--- src/hw/rtl/gwh_pkg.sv ---
// ----------------------------------------------------------------------------
// gwh_pkg
// Shared widths, register indexes and the job record that travels from the
// front end to the arithmetic back end of the groundwater head update.
// ----------------------------------------------------------------------------
`timescale 1ns / 1ps
`default_nettype none

package gwh_pkg;

  // Default grid width in columns
  localparam int GRID_COLS_DEF = 128;

  // Field widths
  localparam int CNT_W    = 12;
  localparam int HEAD_W   = 32;
  localparam int COND_W   = 32;
  localparam int YIELD_W  = 16;
  localparam int SRC_W    = 32;
  localparam int TS_W     = 16;
  localparam int AREA_W   = 16;
  localparam int THICK_W  = 10;
  localparam int ROWS_W   = 13;

  // Configuration port
  localparam int CFG_IDX_W  = 2;
  localparam int CFG_DATA_W = 16;

  localparam logic [CFG_IDX_W-1:0] CFG_TIME_STEP = 2'd0;
  localparam logic [CFG_IDX_W-1:0] CFG_CELL_AREA = 2'd1;
  localparam logic [CFG_IDX_W-1:0] CFG_THICKNESS = 2'd2;
  localparam logic [CFG_IDX_W-1:0] CFG_GRID_ROWS = 2'd3;

  // Register reset values
  localparam logic [TS_W-1:0]    TIME_STEP_RST = 16'd4000;
  localparam logic [AREA_W-1:0]  CELL_AREA_RST = 16'd100;
  localparam logic [THICK_W-1:0] THICKNESS_RST = 10'd50;
  localparam logic [ROWS_W-1:0]  GRID_ROWS_RST = 13'd128;

  // Legal row count range
  localparam logic [ROWS_W-1:0] ROWS_MIN = 13'd3;
  localparam logic [ROWS_W-1:0] ROWS_MAX = 13'd4096;

  // One unit of work for the back end: either a plain pass of a head value
  // or a full stencil update of one cell.
  typedef struct packed {
    logic                        calc;
    logic [CNT_W-1:0]            row;
    logic [CNT_W-1:0]            col;
    logic                        last;
    logic [HEAD_W-1:0]           hc;
    logic [3:0][HEAD_W-1:0]      nh;
    logic [3:0][COND_W-1:0]      nk;
    logic [3:0]                  nv;
    logic [YIELD_W-1:0]          sy;
    logic [SRC_W-1:0]            src;
  } job_t;

endpackage

`default_nettype wire

--- src/hw/rtl/gwh_job_fifo.sv ---
// ----------------------------------------------------------------------------
// gwh_job_fifo
// Two-entry queue of jobs between the front end and the back end.
// ----------------------------------------------------------------------------
`timescale 1ns / 1ps
`default_nettype none

module gwh_job_fifo import gwh_pkg::*; (
  input  logic clk,
  input  logic rst,
  input  logic push,
  input  job_t push_job,
  output logic full,
  input  logic pop,
  output job_t pop_job,
  output logic empty
);

  job_t       slots [2];
  logic       wptr;
  logic       rptr;
  logic [1:0] count;

  assign full    = (count == 2'd2);
  assign empty   = (count == 2'd0);
  assign pop_job = slots[rptr];

  // Pointers and fill level
  always_ff @(posedge clk) begin
    if (rst) begin
      wptr  <= 1'b0;
      rptr  <= 1'b0;
      count <= 2'd0;
    end else begin
      if (push && !full) begin
        wptr <= ~wptr;
      end
      if (pop && !empty) begin
        rptr <= ~rptr;
      end
      case ({push && !full, pop && !empty})
        2'b10:   count <= count + 2'd1;
        2'b01:   count <= count - 2'd1;
        default: count <= count;
      endcase
    end
  end

  // Storage
  always_ff @(posedge clk) begin
    if (push && !full) begin
      slots[wptr] <= push_job;
    end
  end

endmodule

`default_nettype wire

--- config.mk ---
export PLATFORM = sky130hd
export DESIGN_NAME = gwh_job_fifo
export DESIGN_NICKNAME = d
export VERILOG_FILES = /design/src/hw/rtl/gwh_pkg.sv /design/src/hw/rtl/gwh_job_fifo.sv
export SDC_FILE = /design/constraint.sdc
export NUM_CORES = 1
export LEC_CHECK = 0
export ABC_CLOCK_PERIOD_IN_PS = 11900
export CORE_AREA = 4 4 288 290
export CTS_CLUSTER_DIAMETER = 40
export DETAILED_ROUTE_END_ITERATION = 10
export DIE_AREA = 0 0 292 294
export DONT_BUFFER_PORTS = 1
export SLEW_MARGIN = 25
export SYNTH_ARGS = -nofsm -noshare
export SYNTH_HDL_FRONTEND = slang
export SYNTH_SLANG_ARGS = --single-unit
--- constraint.sdc ---
create_clock -name clk -period 11.9 [get_ports clk]
set_input_delay 1.19 -clock clk [delete_from_list [all_inputs] [get_ports clk]]
set_output_delay 1.19 -clock clk [all_outputs]
set_load 0.01 [all_outputs]
==> results of run 1 <==
[worst max-delay path, delay by kind of cell (launching register included)]
kind | cells | cell delay [ns]
DFF | 1 | 0.91
buffers and inverters | 2 | 0.75
muxes | 1 | 0.46
[cells in the mapped netlist]
| master | number | area share (%) |
|---|---|---|
| edfxtp_1 | 732 | 82 |
| buf_6 | 7 | 0.30 |
| a21oi_1 | 2 | 0.038 |
| o21ai_0 | 2 | 0.038 |
| o21a_1 | 1 | 0.028 |
| buf_4 | 31 | 0.87 |
| xnor2_1 | 2 | 0.066 |
| mux2_2 | 366 | 15 |
| ha_1 | 1 | 0.047 |
| nor2_1 | 4 | 0.056 |
| and3_1 | 1 | 0.023 |
| nand2_1 | 1 | 0.014 |
| buf_2 | 3 | 0.056 |
| dfxtp_1 | 5 | 0.38 |
| inv_1 | 2 | 0.028 |
| nand2b_2 | 1 | 0.033 |
| xor2_1 | 1 | 0.033 |
| or3_1 | 2 | 0.047 |
| inv_2 | 1 | 0.014 |
[cells in the final DEF, fill, tap and decap left out, types with 2 or more instances in the layout]
cell type   count
buf_4           5
o21ai_0         2
nor2_1          4
clkinv_16       3
clkinv_4        3
dfxtp_1         4
a21oi_1         2
inv_6           5
or3_1           2
bufinv_16      11
xnor2_1         2
clkinv_1       11
clkbuf_16      94
clkinvlp_4     11
edfxtp_1      732
mux2_2        366
buf_12          4
clkbuf_1       15
inv_8           6
clkinv_2        9
[sequential cells by signal, indices dropped and copies added (netlist names), named ones only]
| name | flops |
|---|---|
| rptr | 1 |
| wptr | 1 |
| count | 2 |
| slots | 732 |
[final cells by class]
type	count	area share [%]
clock inverters	59	2.38
multi-input cells	384	13.7
clock buffers	110	7.82
inverters	3	0.0606
repair buffers	10	0.469
well taps	1060	4.28
flip-flops and latches	737	71.3
[through the flow]
stage | cell area, um2 | power, uW | utilization (%) | worst slack, ns
after detailed placement | 27800 | 4850 | 34.6 | 8.20
final | 31000 | 7540 | 38.6 | 7.70
after global routing | 31000 | 7870 | 38.6 | 7.53
after global placement | 27800 | 4830 | 34.6 | 8.25
after CTS | 30900 | 7660 | 38.5 | 7.71
after floorplan | 26700 | 4670 | - | 1.57
[power by group]
part           total [uW]  switching, uW  internal (uW)
registers            3380            102           3280
clock network        2770           1060           1720
logic                1390            873            512
[metal layers]
layer	vias to the layer above	track usage, %	wire, um	part of all wire [%]
met3	95	6.20	6270	11
met2	509	23.0	31000	55
li1	4796	-	-	-
met1	5562	12.1	18300	32
met4	0	3.69	1250	2.2
met5	-	0	0	0
[worst paths after layout]
| kind | from | depth (start not counted) | end |
|---|---|---|---|
| worst max-delay path | flop | 3 | pop_job[353] |
| worst min register to register | wptr | 2 | wptr |
| worst min-delay path | wptr | 2 | wptr |
| worst max register to register | count[0] | 4 | slots[1][128] |
[cells by family after synthesis]
family                   synth area share, %
multiplexers                            15.5
adder cells (fa/ha/maj)               0.0469
AO/OA/AOI/OAI                          0.103
buffers and inverters                   1.27
XOR/XNOR                              0.0986
AND/OR/NAND/NOR                        0.174
flip-flops                              82.8
==> flow_metrics.py, run 1 <==
metrics = {
    "status": {
        "outcome": "finished clean",
    },
    "clock_network": {
        "clock_path_buffers": 3,
        "cts_resized": 0,
        "cts_hold_buf": 0,
        "cts_tree": "built",
        "cts.sinks": 737,
        "cts_buffers": 91,
        "clk_latency_ns": 0.61,
        "cts_max_level": 3,
        "clk_pin_slew_ns": 0.06,
        "cts-root-buf": "clkbuf_16",
        "post_cts.repair.setup_buffers": 0,
    },
    "cells_and_area": {
        "drive_gt1_share_pct": 40.2,
        "n_antenna_cell": 0,
        "multiInputGateArea_mm2": 0.00424,
        "final-seq-area_mm2": 0.0221,
        "fin_nets": 1598,
        "instances_no_fill": 2363,
        "fillerInstances": 7103,
        "syn_to_final_growth_pct": 16.2,
    },
    "drt": {
        "routed_via_density": 4.64,
        "dr.first_iter.drc_count": 547,
        "antenna_left": 0,
        "drtPass1Iterations": 6,
        "drc": 0,
        "wl_per_cell_um": 24.1,
        "vias": 11000,
        "drt-total-wl_um": 56900,
    },
    "global_routing": {
        "antenna_found_initial": 0,
        "grt_pass1_wl_um": 80000,
        "grt_pass1_vias": 11800,
        "grt_overflow_total": 0,
        "grt_usage_pct": 12.4,
        "grt_max_degree": 162,
    },
    "sta": {
        "hold_viol": 0,
        "clock_skew_ns": 0.0246,
        "tightest_slew_ns": 1.03,
        "finalSetupViolCount": 0,
        "max-slew-margin-rel_pct": 31.4,
        "fin_tns_setup_ns": 0,
        "fmax_mhz": 238,
        "fin_crit_sh_pct": 35.3,
        "hold_ws_ns": 0.503,
        "slew_violations": 0,
        "layout_min_cycle_time_ns": 4.20,
        "grt_setup_unrepaired": "false",
    },
    "synth": {
        "synth.distinct_cells": 19,
        "syn_area_per_cell_um2": 22.9,
        "yosysWarnings": 0,
        "synth_cells": 1165,
        "synth_seq_cells": 737,
        "syn-num-nets": 1536,
        "synth_area_mm2": 0.0267,
        "yosysSeqAreaShare_pct": 82.8,
    },
    "flow_run": {
        "cap_violations": 0,
    },
    "die": {
        "dieArea_mm2": 0.0858,
        "fp-row-count": 104,
        "core_mm2": 0.0803,
        "num_io_pins": 738,
        "die_width_um": 292,
        "die_y_um": 294,
        "initial_utilization_pct": 33.2,
    },
    "min_path": {
        "hold_class": "flop to flop",
    },
    "worst_setup_path": {
        "arrival_ns": 3.01,
        "slowest_stage": "dfxtp_4",
        "r2r_slack_ns": 8.83,
        "cp_max_fo": 125,
        "start_kind": "flop",
        "worstPathRequired_ns": 10.71,
        "setup.worst_path.class": "flop to output port",
        "worstPathCellList": "buf_12, buf_16, mux2_2",
        "slowest_delay_ns": 0.91,
        "endpoint_kind": "output port",
    },
    "power_and_ir_drop": {
        "p_leak_uw": 0.00986,
        "vdd_drop_max_uv": 267,
        "powerDensity_mw_per_mm2": 243,
    },
    "placed_design": {
        "dp_cells": 2193,
        "io_buffers": 0,
        "gp_congestion": 0.753,
        "place_hpwl_um": 39000,
    },
}
No activity file was read; power rests on OpenSTA's default activity.
==> run 2, diff against run 1 <==
- ABC_CLOCK_PERIOD_IN_PS: 11900 -> 4070
- clock period: 11.9 -> 4.07 ns (I/O delays scaled with it)
==> run 2 against run 1 <==
Cell count rose by 17%. Routed wire length increased by 9.2%. Count of clock-buffer cells in the layout decreased by 4. Cell area rose by 12%. Sequential share of layout area decreased by 7.8 points. Critical path type unchanged. Critical endpoint is now pop_job[48].
==> flow_metrics.py, run 2 (synthesized netlist as in run 1, its figures left out) <==
metrics = {
    "status": {
        "outcome": "finished clean",
    },
    "drt": {
        "drt-total-wl_um": 62100,
        "routed_via_density": 4.65,
        "antenna_left": 0,
        "dr.first_iter.drc_count": 664,
        "drtPass1Iterations": 5,
        "vias": 12800,
        "wl_per_cell_um": 22.5,
        "drc": 0,
    },
    "die": {
        "core_mm2": 0.0803,
        "initial_utilization_pct": 33.2,
        "die_y_um": 294,
        "die_width_um": 292,
        "dieArea_mm2": 0.0858,
        "fp-row-count": 104,
        "num_io_pins": 738,
    },
    "sta": {
        "fin_crit_sh_pct": 71.1,
        "clock_skew_ns": 0.0196,
        "slew_violations": 0,
        "hold_viol": 0,
        "tightest_slew_ns": 0.895,
        "grt_setup_unrepaired": "false",
        "max-slew-margin-rel_pct": 40.2,
        "finalSetupViolCount": 0,
        "fmax_mhz": 346,
        "layout_min_cycle_time_ns": 2.89,
    },
    "clock_network": {
        "cts_buffers": 88,
        "cts_max_level": 3,
        "cts.sinks": 737,
        "clk_latency_ns": 0.61,
        "cts_tree": "built",
        "clock_path_buffers": 3,
        "clk_pin_slew_ns": 0.06,
        "cts-root-buf": "clkbuf_16",
        "post_cts.repair.setup_buffers": 0,
    },
    "power_and_ir_drop": {
        "p_total_uw": 22300,
        "switching_share_pct": 27.6,
        "clockPowerShare_pct": 34.8,
        "powerDensity_mw_per_mm2": 640,
        "vdd_drop_max_uv": 449,
        "seq_power_share_pct": 44.4,
        "p_comb_share_pct": 20.8,
        "power.internal_uw": 16100,
        "p_sw_uw": 6140,
        "p_leak_uw": 0.0115,
    },
    "cells_and_area": {
        "layout_common_cells": "edfxtp_1, dlygate4sd3_1, mux2_2",
        "fin_nets": 1995,
        "final-seq-area_mm2": 0.0221,
        "fillerInstances": 6795,
        "top_register": "slots",
        "multiInputGateArea_mm2": 0.00425,
        "syn_to_final_growth_pct": 30.5,
        "instances_no_fill": 2756,
        "largest_register_ff_count": 732,
        "final_common_cell": "edfxtp_1",
        "largestRegisters": "slots (732), count (2)",
        "drive_gt1_share_pct": 32.3,
    },
    "worst_setup_path": {
        "r2r_slack_ns": 1.64,
        "cp_max_fo": 89,
        "slowest_delay_ns": 0.83,
        "crit_buf_inv": 1,
        "endpoint_kind": "output port",
        "reg2reg_to": "slots[0][361]",
        "worstPathRequired_ns": 3.66,
        "slowest_stage": "dfxtp_4",
        "start_kind": "flop",
        "worstPathCellList": "buf_12, mux2_2",
        "r2r_start": "count[0]",
        "arrival_ns": 2.49,
        "setup.worst_path.class": "flop to output port",
        "reg2regPathDepth": 5,
        "cpLargestDelayFamily": "flip-flops",
    },
    "global_routing": {
        "grt.met3_usage_pct": 4.45,
        "grt_pass1_vias": 14100,
        "grt_use_met1_pct": 14.6,
        "grt_usage_pct": 13.7,
        "grtUsageMet2_pct": 25.0,
        "antenna_found_initial": 2,
        "busiest_layer": "met2",
        "grt_max_degree": 90,
        "grt_overflow_total": 0,
        "grt_pass1_wl_um": 89700,
    },
    "min_path": {
        "hp-start": "push",
        "whs_endpoint": "wptr",
        "hold_class": "input port to flop",
        "hold_depth": 3,
    },
    "placed_design": {
        "place_hpwl_um": 42300,
        "io_buffers": 0,
        "gp_congestion": 0.795,
        "dp_cells": 2227,
    },
    "flow_run": {
        "cap_violations": 0,
    },
}
==> run 2: cell count changes in the layout (fill, tap and decap cells not counted), sizes merged <==
| cell | delta |
|---|---|
| clkinvlp | -2 |
| dlygate4sd3 | +367 |
| diode | +1 |
| bufinv | -2 |
| inv | -5 |
| clkinv | +5 |
| buf | +33 |
| clkbuf | -4 |
==> run 2: cell type report <==
cell class / count / share of cell area, %
flip-flops and latches: 737 / 63.5
multi-input cells: 384 / 12.2
repair buffers: 410 / 11.9
clock buffers: 106 / 6.67
well taps: 1060 / 3.81
clock inverters: 55 / 1.84
inverters: 3 / 0.0504
diodes: 1 / 0.00719
==> run 2: power groups by stage <==
stage	Sequential [uW]	Combinational (uW)	Clock [uW]
after global placement	10000	4310	0
after floorplan	10100	3390	0
after CTS	9890	4720	7950
final	9890	4640	7740
after global routing	9970	4900	8330
after detailed placement	10000	4340	0
==> run 2: metal layers <==
layer	routed length, um	vias to the layer above	part of all wire (%)
met5	13	-	0.021
met2	33500	567	54
met1	21500	6512	35
met3	4890	133	7.9
li1	-	5599	-
met4	2230	2	3.6
==> run 2: worst reg2reg max path, stage by stage (launching register included) <==
cell and delay (ns):
dfxtp_2 0.38, nand2b_4 0.16, inv_4 0.05, or3_4 0.34, clkinvlp_4 0.59, buf_12 0.46
==> run 2: what timing repair did <==
action                                 in CTS  in global routing
hold buffers                              367                  0
resized for setup                           0                  0
endpoints found under the hold margin     737                  0
==> run 2: worst max path at each step <==
stage	start	to	slack, ns	depth (start not counted)
after floorplan	count[0]	slots[0][0]	-2.47	4
after global placement	count[0]	slots[0][154]	1.64	5
after detailed placement	count[0]	slots[0][154]	1.60	5
after CTS	flop	pop_job[78]	1.08	2
after global routing	flop	pop_job[78]	1.04	2
final	flop	pop_job[48]	1.18	2
==> run 2: per-stage QoR <==
stage	util [%]	setup slack (ns)	cell area, um2	TNS, ns	hold slack [ns]
after detailed placement	35.1	1.60	28200	0	0.475
after CTS	43.3	1.08	34800	0	0.0160
after global placement	35.1	1.64	28200	0	0.473
after global routing	43.3	1.04	34800	0	0.0620
final	43.3	1.18	34800	0	0.0794
after floorplan	-	-2.47	26700	-1388.03	0.456
